[src/rtl/smrf_pkg.sv]
`default_nettype none
// ----------------------------------------------------------------------------
// smrf_pkg
// shared constants, mode and register codes, and the burst metadata type
// for the square matrix rotate / flip core
// ----------------------------------------------------------------------------
package smrf_pkg;

  localparam int MAX_DIM     = 8;
  localparam int DATA_W      = 32;
  localparam int DIM_W       = 4;
  localparam int MODE_W      = 3;
  localparam int IDX_W       = (MAX_DIM > 1) ? $clog2(MAX_DIM) : 1;
  localparam int STORE_DEPTH = MAX_DIM * MAX_DIM;
  localparam int ADDR_W      = (STORE_DEPTH > 1) ? $clog2(STORE_DEPTH) : 1;
  localparam int CNT_W       = $clog2(STORE_DEPTH + 1);

  // transform codes
  localparam logic [MODE_W-1:0] MODE_MIRROR_ROWS = 3'd0;
  localparam logic [MODE_W-1:0] MODE_FLIP_ROWS   = 3'd1;
  localparam logic [MODE_W-1:0] MODE_TRANSPOSE   = 3'd2;
  localparam logic [MODE_W-1:0] MODE_ROT90       = 3'd3;
  localparam logic [MODE_W-1:0] MODE_ROT180      = 3'd4;
  localparam logic [MODE_W-1:0] MODE_ROT270      = 3'd5;

  // register indexes
  localparam logic REG_DIMENSION = 1'b0;
  localparam logic REG_MODE      = 1'b1;

  // position of one result item in the emitted matrix
  typedef struct packed {
    logic [IDX_W-1:0] row;
    logic [IDX_W-1:0] col;
    logic             last;
  } smrf_meta_t;

endpackage
`default_nettype wire

[src/rtl/smrf_ram.sv]
`default_nettype none
// ----------------------------------------------------------------------------
// smrf_ram
// generic simple dual-port ram, one write port, one read port with
// registered read data that holds while read enable is low
// ----------------------------------------------------------------------------
module smrf_ram #(
  parameter int WIDTH = 32,
  parameter int DEPTH = 64,
  localparam int AW = (DEPTH > 1) ? $clog2(DEPTH) : 1
) (
  input  wire logic             clk,
  input  wire logic             we,
  input  wire logic [AW-1:0]    waddr,
  input  wire logic [WIDTH-1:0] wdata,
  input  wire logic             re,
  input  wire logic [AW-1:0]    raddr,
  output logic      [WIDTH-1:0] rdata
);

  logic [WIDTH-1:0] mem [DEPTH];

  always_ff @(posedge clk) begin
    if (we) begin
      mem[waddr] <= wdata;
    end
    if (re) begin
      rdata <= mem[raddr];
    end
  end

endmodule
`default_nettype wire

[src/rtl/smrf_seq.sv]
`default_nettype none
// ----------------------------------------------------------------------------
// smrf_seq
// burst address sequencer: walks result positions row-major and maps each
// one to its source entry in the store for the latched transform
// ----------------------------------------------------------------------------
module smrf_seq
  import smrf_pkg::*;
(
  input  wire logic              clk,
  input  wire logic              rst,
  input  wire logic              start,
  input  wire logic [DIM_W-1:0]  dim,
  input  wire logic [MODE_W-1:0] mode,
  input  wire logic              issue,
  output logic                   active,
  output logic      [ADDR_W-1:0] raddr,
  output smrf_meta_t             meta
);

  localparam int PROD_W = IDX_W + DIM_W;

  logic [DIM_W-1:0]  n_lat;
  logic [MODE_W-1:0] mode_lat;
  logic [IDX_W-1:0]  row;
  logic [IDX_W-1:0]  col;
  logic [IDX_W-1:0]  nm1;
  logic [IDX_W-1:0]  rr;
  logic [IDX_W-1:0]  rc;
  logic [IDX_W-1:0]  sr;
  logic [IDX_W-1:0]  sc;
  logic [PROD_W-1:0] prod;
  logic              last;

  always_comb begin
    nm1 = IDX_W'(n_lat - DIM_W'(1));
    rr  = nm1 - row;
    rc  = nm1 - col;
    case (mode_lat)
      MODE_MIRROR_ROWS: begin sr = row; sc = rc;  end
      MODE_FLIP_ROWS:   begin sr = rr;  sc = col; end
      MODE_TRANSPOSE:   begin sr = col; sc = row; end
      MODE_ROT90:       begin sr = rc;  sc = row; end
      MODE_ROT180:      begin sr = rr;  sc = rc;  end
      MODE_ROT270:      begin sr = col; sc = rr;  end
      default:          begin sr = row; sc = col; end  // unused codes: identity
    endcase
    prod  = PROD_W'(sr) * PROD_W'(n_lat);
    raddr = ADDR_W'(prod + PROD_W'(sc));
    last  = (row == nm1) && (col == nm1);
    meta  = '{row: row, col: col, last: last};
  end

  always_ff @(posedge clk) begin
    if (rst) begin
      active <= 1'b0;
      row    <= '0;
      col    <= '0;
    end else if (start) begin
      active <= 1'b1;
      row    <= '0;
      col    <= '0;
    end else if (issue) begin
      if (col == nm1) begin
        col <= '0;
        row <= row + IDX_W'(1);
      end else begin
        col <= col + IDX_W'(1);
      end
      if (last) begin
        active <= 1'b0;
      end
    end
  end

  always_ff @(posedge clk) begin
    if (start) begin
      n_lat    <= dim;
      mode_lat <= mode;
    end
  end

endmodule
`default_nettype wire

[src/rtl/square_matrix_rotate_flip_core.sv]
`default_nettype none
// ----------------------------------------------------------------------------
// square_matrix_rotate_flip_core
// loads an n x n matrix row-major and emits it mirrored, flipped,
// transposed or rotated, row-major, with tlast on the final element
// ----------------------------------------------------------------------------
// Elements arrive on the s_ stream, one per cycle while s_tready is high,
// and are written into a 64-entry store at consecutive addresses. The
// element that completes the matrix (load count reaching dimension squared,
// with dimension 0 read as 1 and values above 8 read as 8) starts a burst: a
// sequencer walks the result positions row-major, maps each to its source
// entry and reads the store, one read a cycle while the output does not
// stall. Each of the n*n burst items passes the store read register and the
// output register, one item per cycle while m_tready is high, set by the
// single read port of the store. s_tready is low while burst reads are being
// issued. Results carry their row and column in the result matrix. Modes 6
// and 7 pass the matrix unchanged. The store has no reset; the user must
// write configuration only while idle, and the block does not enforce it.
// ----------------------------------------------------------------------------
module square_matrix_rotate_flip_core
  import smrf_pkg::*;
(
  input  wire logic        clk,
  input  wire logic        rst,
  // input stream
  input  wire logic        s_tvalid,
  output logic             s_tready,
  input  wire logic [31:0] s_tdata,   // [31:0] element
  // output stream
  output logic             m_tvalid,
  input  wire logic        m_tready,
  output logic      [39:0] m_tdata,   // [31:0] out_element, [34:32] out_row,
                                      // [37:35] out_col, [39:38] zero
  output logic             m_tlast,   // out_last
  // configuration
  input  wire logic        psel,
  input  wire logic        penable,
  input  wire logic        pwrite,
  input  wire logic [2:0]  paddr,
  input  wire logic [31:0] pwdata,
  output logic      [31:0] prdata,
  output logic             pready
);

  localparam int TOT_W = 2 * DIM_W;

  // configuration registers
  logic [DIM_W-1:0]  dimension;
  logic [MODE_W-1:0] mode;
  logic              cfg_we;
  logic              cfg_sel;

  // load side
  logic [CNT_W-1:0]  load_count;
  logic [CNT_W-1:0]  load_count_next;
  logic [DIM_W-1:0]  eff_dim;
  logic [TOT_W-1:0]  total;
  logic              s_accept;
  logic              start;

  // burst side
  logic              gen_active;
  logic              issue;
  logic              move;
  logic [ADDR_W-1:0] raddr;
  smrf_meta_t        seq_meta;
  logic              pend;
  smrf_meta_t        pend_meta;
  logic [DATA_W-1:0] rdata;

  // output register
  logic              out_valid;
  logic [DATA_W-1:0] out_element;
  smrf_meta_t        out_meta;

  // ---------------- configuration port ----------------
  assign pready  = 1'b1;
  assign cfg_sel = paddr[2];
  assign cfg_we  = psel && penable && pwrite;

  always_ff @(posedge clk) begin
    if (rst) begin
      dimension <= DIM_W'(MAX_DIM);
      mode      <= MODE_MIRROR_ROWS;
    end else if (cfg_we) begin
      case (cfg_sel)
        REG_DIMENSION: dimension <= pwdata[DIM_W-1:0];
        REG_MODE:      mode      <= pwdata[MODE_W-1:0];
        default:       ;
      endcase
    end
  end

  always_comb begin
    case (cfg_sel)
      REG_DIMENSION: prdata = 32'(dimension);
      REG_MODE:      prdata = 32'(mode);
      default:       prdata = '0;
    endcase
  end

  // ---------------- load side ----------------
  // zero reads as one, anything above the maximum saturates
  always_comb begin
    if (dimension == '0) begin
      eff_dim = DIM_W'(1);
    end else if (dimension > DIM_W'(MAX_DIM)) begin
      eff_dim = DIM_W'(MAX_DIM);
    end else begin
      eff_dim = dimension;
    end
    total = TOT_W'(eff_dim) * TOT_W'(eff_dim);
  end

  assign s_tready        = !gen_active;
  assign s_accept        = s_tvalid && s_tready;
  assign load_count_next = load_count + CNT_W'(1);
  // compare with >= so a dimension lowered mid-load still closes the matrix
  assign start           = s_accept && (TOT_W'(load_count_next) >= total);

  always_ff @(posedge clk) begin
    if (rst) begin
      load_count <= '0;
    end else if (s_accept) begin
      load_count <= start ? '0 : load_count_next;
    end
  end

  smrf_ram #(
    .WIDTH (DATA_W),
    .DEPTH (STORE_DEPTH)
  ) u_store (
    .clk   (clk),
    .we    (s_accept),
    .waddr (load_count[ADDR_W-1:0]),
    .wdata (s_tdata),
    .re    (issue),
    .raddr (raddr),
    .rdata (rdata)
  );

  // ---------------- burst side ----------------
  smrf_seq u_seq (
    .clk    (clk),
    .rst    (rst),
    .start  (start),
    .dim    (eff_dim),
    .mode   (mode),
    .issue  (issue),
    .active (gen_active),
    .raddr  (raddr),
    .meta   (seq_meta)
  );

  // ram read register acts as a skid slot: it holds while the output stalls
  assign move  = pend && (!out_valid || m_tready);
  assign issue = gen_active && (!pend || move);

  always_ff @(posedge clk) begin
    if (rst) begin
      pend <= 1'b0;
    end else if (issue) begin
      pend <= 1'b1;
    end else if (move) begin
      pend <= 1'b0;
    end
  end

  always_ff @(posedge clk) begin
    if (issue) begin
      pend_meta <= seq_meta;
    end
  end

  always_ff @(posedge clk) begin
    if (rst) begin
      out_valid <= 1'b0;
    end else if (move) begin
      out_valid <= 1'b1;
    end else if (m_tready) begin
      out_valid <= 1'b0;
    end
  end

  always_ff @(posedge clk) begin
    if (move) begin
      out_element <= rdata;
      out_meta    <= pend_meta;
    end
  end

  assign m_tvalid = out_valid;
  assign m_tdata  = {2'b00, out_meta.col, out_meta.row, out_element};
  assign m_tlast  = out_meta.last;

  // ---------------- assertions ----------------
  // no element is taken while burst reads are still being issued
  a_no_load_in_burst: assert property (@(posedge clk) disable iff (rst)
    !(gen_active && s_accept))
    else $error("element accepted during burst");

  // load count stays below the store depth between matrices
  a_count_range: assert property (@(posedge clk) disable iff (rst)
    load_count < CNT_W'(STORE_DEPTH))
    else $error("load count out of range");

  // the final item sits on the diagonal corner
  a_last_corner: assert property (@(posedge clk) disable iff (rst)
    (out_valid && out_meta.last) |-> (out_meta.row == out_meta.col))
    else $error("last item not at corner");

  // a read is only issued when its slot is free at the next edge
  a_slot_free: assert property (@(posedge clk) disable iff (rst)
    (pend && !move) |=> ($stable(rdata) && pend))
    else $error("pending read data overwritten");

endmodule
`default_nettype wire
[config.mk]
export PLATFORM = sky130hd
export DESIGN_NAME = square_matrix_rotate_flip_core
export DESIGN_NICKNAME = d
export VERILOG_FILES = /design/src/rtl/smrf_pkg.sv /design/src/rtl/smrf_ram.sv /design/src/rtl/smrf_seq.sv /design/src/rtl/square_matrix_rotate_flip_core.sv
export SDC_FILE = /design/constraint.sdc
export NUM_CORES = 2
export LEC_CHECK = 0
export BUFFER_PORTS_ARGS = -buffer_cell sky130_fd_sc_hd__buf_2
export CORE_AREA = 2 2 413 415
export DETAILED_ROUTE_END_ITERATION = 16
export DIE_AREA = 0 0 415 417
export PLACE_DENSITY = 0.73
export SYNTH_ARGS = -nofsm -noshare
export SYNTH_HDL_FRONTEND = slang
export SYNTH_SLANG_ARGS = --single-unit
[constraint.sdc]
create_clock -name clk -period 6.7 [get_ports clk]
set_clock_uncertainty 0.2 [all_clocks]
set_input_delay 1.005 -clock clk [delete_from_list [all_inputs] [get_ports clk]]
set_output_delay 1.005 -clock clk [all_outputs]
set_load 0.02 [all_outputs]
**Yosys cells after proc, flatten, opt, wreduce, memory -nomap -nowiden**

Memory sizes are Yosys's and may differ from the RTL's. A register that Yosys moved wholly into a read port is not among the register bits.
Index checks and enable logic that the tools add are counted.

- Register bits: 76
- Bits in latches: 0
- Memory bits (writable): 2048
- ROM bits: 0
- Input bits: 74
- Output and inout bits: 76
- Logic and storage cells: 80
- Memories: 1

- Add/sub/neg operators: 7
- $mul: 2
- Div/mod/pow operators: 0
- $lt $le $gt $ge: 2
- Equality and inequality tests: 7
- Shifts and indexed selects: 0
- Muxes and demuxes: 16
- Bitwise logic cells: 1
- Reductions and logical operators: 27

Memories:

| name | depth | bits a word | rd ports | clocked after memory_dff | wr ports | line | source |
|---|---|---|---|---|---|---|---|
| u_store.mem | 64 | 32 | 1 | 1 | 1 | smrf_ram.sv:21 | `logic [WIDTH-1:0] mem [DEPTH];` |

Operators by type and width:

| operator | number |
|---|---|
| 32-bit case mux with 2 select lines | 1 |
| 3-bit case mux with 3 select lines | 2 |
| 2-bit OR reduction | 5 |
| 1-bit two-way mux | 9 |
| 7-bit by 8-bit >= comparator with 1-bit output | 1 |
| 4-bit by 4-bit multiplier with 8-bit output | 1 |
| 4-bit two-way mux | 2 |
| 2-bit AND reduction | 4 |
| 2-bit nonzero test | 4 |
| 7-bit by 1-bit adder with 7-bit output (second input constant) | 1 |
| 1-bit logical AND | 7 |
| 7-bit two-way mux | 1 |
| 3-bit by 1-bit adder with 3-bit output (second input constant) | 2 |
| 6-bit by 3-bit adder with 6-bit output | 1 |
| 3-bit by 2-bit equality test with 1-bit output (second input constant) | 2 |
| 3-bit equality test | 2 |
| 3-bit equality test (second input constant) | 2 |
| 3-bit by 4-bit multiplier with 6-bit output | 1 |
| 3-bit subtractor | 2 |
| 4-bit greater-than comparator (second input constant) | 1 |
| 4-bit logical NOT | 1 |
| 3-bit by 1-bit equality test with 1-bit output (second input constant) | 1 |
| 1-bit logical NOT | 3 |
| 3-bit logical NOT | 1 |
| other kinds (4) | 5 |

**Longest topological paths before layout**

- Depth after elaboration: 8
- Gate-level depth with buffers: 20
- Depth with buffers taken out: 18

**By module**

From an unflattened synthesis, not the netlist that was laid out.

- Cells, all modules: 3665
- Area total of the unflattened synthesis: 82893.3 um^2

Modules (own cells, without submodules):

| module | instances | cells each | area each (um^2) | seq. area each (um^2) |
|---|---|---|---|---|
| smrf_ram | 1 | 3324 | 78835.6 | 62459.9 |
| square_matrix_rotate_flip_core | 1 | 199 | 2678.8 | 1701.6 |
| smrf_seq | 1 | 142 | 1378.8 | 350.3 |

**Worst setup path before layout**

Ideal clock, no wire load.

- Path kind: register to register
- From: register u_seq.n_lat[0]
- To: register u_store.rdata[10] (read register of u_store.mem) (data pin)
- Library setup time: 261 ps
- Arrival time: 5099 ps
- Required time: 6239 ps
- Slack: 1140 ps
- Cell stages (with the launch flop): 16
- Buffers on the path: 1
- Period minus slack after synthesis: 5560 ps
- Path through: edfxtp_1 -> inv_1 -> ha_1 -> fa_1 -> xnor3_1 -> nor3_1 -> o32ai_4 -> nor4_1 -> fa_1 -> fa_1 -> fa_1 -> xor2_1 -> buf_1 -> mux4_2 -> mux2i_1 -> mux2i_1

- Cells in the longest elaborated chain, start to end: 5
- Elaborated cells between the ends (all ways): 7
- Classes of those cells: 4 x add/sub; 1 x mul; 2 x mux

RTL lines:

| what | line | source |
|---|---|---|
| start: declaration | smrf_seq.sv:23 | `logic [DIM_W-1:0] n_lat;` |
| start signal: assignment | smrf_seq.sv:78 | `n_lat <= dim;` |
| 3-bit by 1-bit subtractor with 3-bit output | smrf_seq.sv:36 | `nm1 = IDX_W'(n_lat - DIM_W'(1));` |
| 3-bit subtractor (on tied branches) | smrf_seq.sv:37, smrf_seq.sv:38 |  |
| 3-bit case mux with 3 select lines | smrf_seq.sv:39 | `case (mode_lat)` |
| 3-bit by 4-bit multiplier with 6-bit output | smrf_seq.sv:48 | `prod = PROD_W'(sr) * PROD_W'(n_lat);` |
| 6-bit by 3-bit adder with 6-bit output * | smrf_seq.sv:49 | `raddr = ADDR_W'(prod + PROD_W'(sc));` |
| end: declaration | smrf_ram.sv:18 | `output logic [WIDTH-1:0] rdata` |

Every way passes the cells marked *; elsewhere a longest branch is shown, timed or not.
A chain may end at the register's enable or synchronous reset.

**Worst setup path after layout**

- From: register u_seq.n_lat[0]
- To: register u_store.rdata[7] (read register of u_store.mem) (data pin)

The elaborated chain is that of the path after synthesis.

==> metrics.csv <==
metric,value,unit
r2r setup slk,0.31,ns
Worst Hold Slack,0.219,ns
clk sinks,2156,
WP data arrival,6.72,ns
RePlAce Congestion,0.806,
register area share after synthesis,77.0,%
design area,94500,um2
Yosys cell types,55,
"Reg clk slew, reported paths",0.06,ns
Nets,4110,
largest family of logic cells by synthesized area,multiplexers,
post-synth top area cell,edfxtp_1,
Global Route Usage Sum,22.7,%
via count,39700,
top-area cell type share of the netlist area,76.5,%
Final setup viols,0,
Peak VDD IR,212,uV
relative slew slack,14.7,%
synthesized cell area,83800,um2
drt drc,0,
Core Area,169000,um2
FF/Latch Area,64500,um2
hold_sp,pend_meta[2],
setup TNS,0,ns
number of synthesized flops with an enable pin,2133,
post-route insts no fill,6395,
share of layout cells above drive strength 1,28.2,%
Pre-antenna DRT Iters,5,
status,completed,
final number of hold-violating endpoints,0,
"top cells by count, synth","edfxtp_1 (2133), mux4_2 (576), nor2_1 (349)",
Tmin final,6.39,ns
"FF+latch count, synth",2156,
Routed WL,196000,um
fmax,0.157,GHz
Async SR Flop Fraction,0,%
Slew @ Worst Pin,1.28,ns
Hold Path Depth,0,
most common cell in the synthesized netlist,edfxtp_1,
Placed Area,88100,um2
top_reg_cell synth,edfxtp_1,
die area,173000,um2
Skew-Pair Late Insertion Delay,0.84,ns
Compound-Gate Fraction of Synth Area,0.415,%
crit share post-route,95.3,%
Reg2Reg Depth,16,
synthesized area per cell,22.3,um2
die height,417,um
crit path capture type,flip-flop,
area share of fa/ha/maj cells after synthesis,0.571,%
max-slew violations,0,
CTS HTree Levels,4,
CTS Hold Bufs,0,
Synth Area in XOR/XNOR,0.266,%
Crit Path Category,reg2reg,
drt initial violations,5347,
die width,415,um
Hold Path Class,reg2reg,
post-layout util,56.1,%
Reg-to-Reg End,u_store.rdata[7],
Overflow after GRT,0,
Num CTS Buffers,205,
Avg WL per Cell,30.7,um
static leakage,29.7,nW
cells after synthesis,3750,
Setup crit start kind,flip-flop,
TritonCTS clock tree,done,
placed cells,6012,
post-synthesis mux area share,17.9,%
total of max-cap violations,0,
"Req. time, crit path",7.03,ns
unrepaired setup endpoints after global routing,no,
io pins,150,
initial antenna violation count,13,
largest net degree at the start of global routing,66,
CP max FO,35,
hold path endpoint,m_tdata[36],
first-pass GRT wire length,282000,um
Post-Synth Simple-Gate Area,2.45,%
fillers,11900,
RR Startpoint,u_seq.n_lat[0],
Clock Tree Root,clkbuf_16,
vias per inst,6.21,
row count,151,
remaining antenna violation count,0,
"top cells by area, synth","edfxtp_1 (76%), mux4_2 (15%), mux2i_1 (2.4%)",
Initial Util,49.7,%
DP Wirelength,108000,um
Bufs on Longest Clock Path,3,
area of the multi-input gates,18800,um2
synth-to-layout area growth,12.9,%
number of global-route vias before repair,39900,
yosys synthesis warning count,0,
PwrDens,281,nW/um2
number of buffers added on ports,88,
[worst max path at each step]
stage / to / start / cells after the start
2_1_floorplan: u_store.rdata[10] / u_seq.n_lat[0] / 15
3_3_place_gp: u_store.rdata[9] / u_seq.n_lat[0] / 15
3_5_place_dp: u_store.rdata[27] / u_seq.n_lat[0] / 15
4_1_cts: u_store.rdata[0] / u_seq.n_lat[0] / 17
5_1_grt: u_store.rdata[7] / u_seq.n_lat[0] / 16
6_report: u_store.rdata[7] / u_seq.n_lat[0] / 16
[cell families (layout without fill, tap and decap cells)]
kind of cell    after synthesis  count (layout)
flops                      2156            2156
xor+xnor                     23              23
mux                         779             779
buf+inv                     238             630
other cells                   2              37
fa+ha+maj                    34              34
simple gates                473             473
compound gates               45              45
[power breakdown]
part / leakage, nW / internal (W) / total, W / switching (W)
Sequential: 19.4 / 0.0149 / 0.0149 / 0.0000176
Combinational: 7.16 / 0.000164 / 0.000566 / 0.000402
Clock: 3.14 / 0.00631 / 0.0112 / 0.00485
[critical path, stage by stage, from the launching register on]
cell,delay [ns]
edfxtp_1,0.44
inv_1,0.11
ha_1,0.36
fa_1,0.44
xnor3_1,0.37
nor3_1,0.30
o32ai_4,0.17
nor4_1,0.27
fa_1,0.49
fa_1,0.50
fa_4,0.89
buf_12,0.31
buf_4,0.34
mux4_2,0.40
mux2i_1,0.18
buf_4,0.19
mux2i_1,0.08
[area by class of cell]
| class | count | share of cell area (%) |
|---|---|---|
| sequential | 2156 | 68.2 |
| multi-input combinational | 1387 | 19.9 |
| clock buffer | 256 | 5.77 |
| tap | 2218 | 2.94 |
| timing repair buffer | 237 | 2.09 |
| clock inverter | 122 | 1.02 |
| inverter | 15 | 0.0596 |
| antenna | 4 | 0.0106 |
[metrics by stage]
step	setup WS [ns]	total power [W]
finish	0.314	0.0266
global route	0.0482	0.0272
CTS	0.169	0.0267
floorplan	1.14	0.0154
detailed placement	0.249	0.0157
global placement	0.322	0.0157
[flip-flops by register name, summed over array words and instances, names as in the netlist]
name,flops
u_store.mem,2048
out_element,32
u_store.rdata,32
load_count,7
pend_meta,7
m_tdata,6
dimension,4
u_seq.n_lat,4
mode,3
u_seq.col,3
u_seq.mode_lat,3
u_seq.row,3
m_tlast,1
m_tvalid,1
pend,1
u_seq.active,1
[routing by layer]
metal	vias up	wire length, um	track usage, %
met2	2159	97300	37.1
met5	-	13	0
met3	316	17600	4.03
li1	16100	-	-
met4	2	6230	7.41
met1	21100	74900	31.3
[cell usage in the layout, fill, tap and decap left out, drive strengths merged, types with 4 or more instances in the layout]
cell and count:
nand4 35, xor2 10, nand3 14, and2 8, a22o 6, a21oi 12, nor3 10, edfxtp 2133
nand2b 7, ha 27, o21a 5, nor4 4, nor2b 9, bufinv 15, or2 4, inv 20
clkinv 99, mux2i 200, xnor2 12, a21o 4, diode 4, buf 237, clkbuf 256, o21ai 5
fa 7, nand2 20, mux4 576, nor2 349, dfxtp 23, conb 33
[what timing repair did]
item,in CTS,in global routing
buffers inserted,0,1
endpoints found under the setup margin,0,4
resized for setup,0,2
Power figures use the tool's default switching activity.
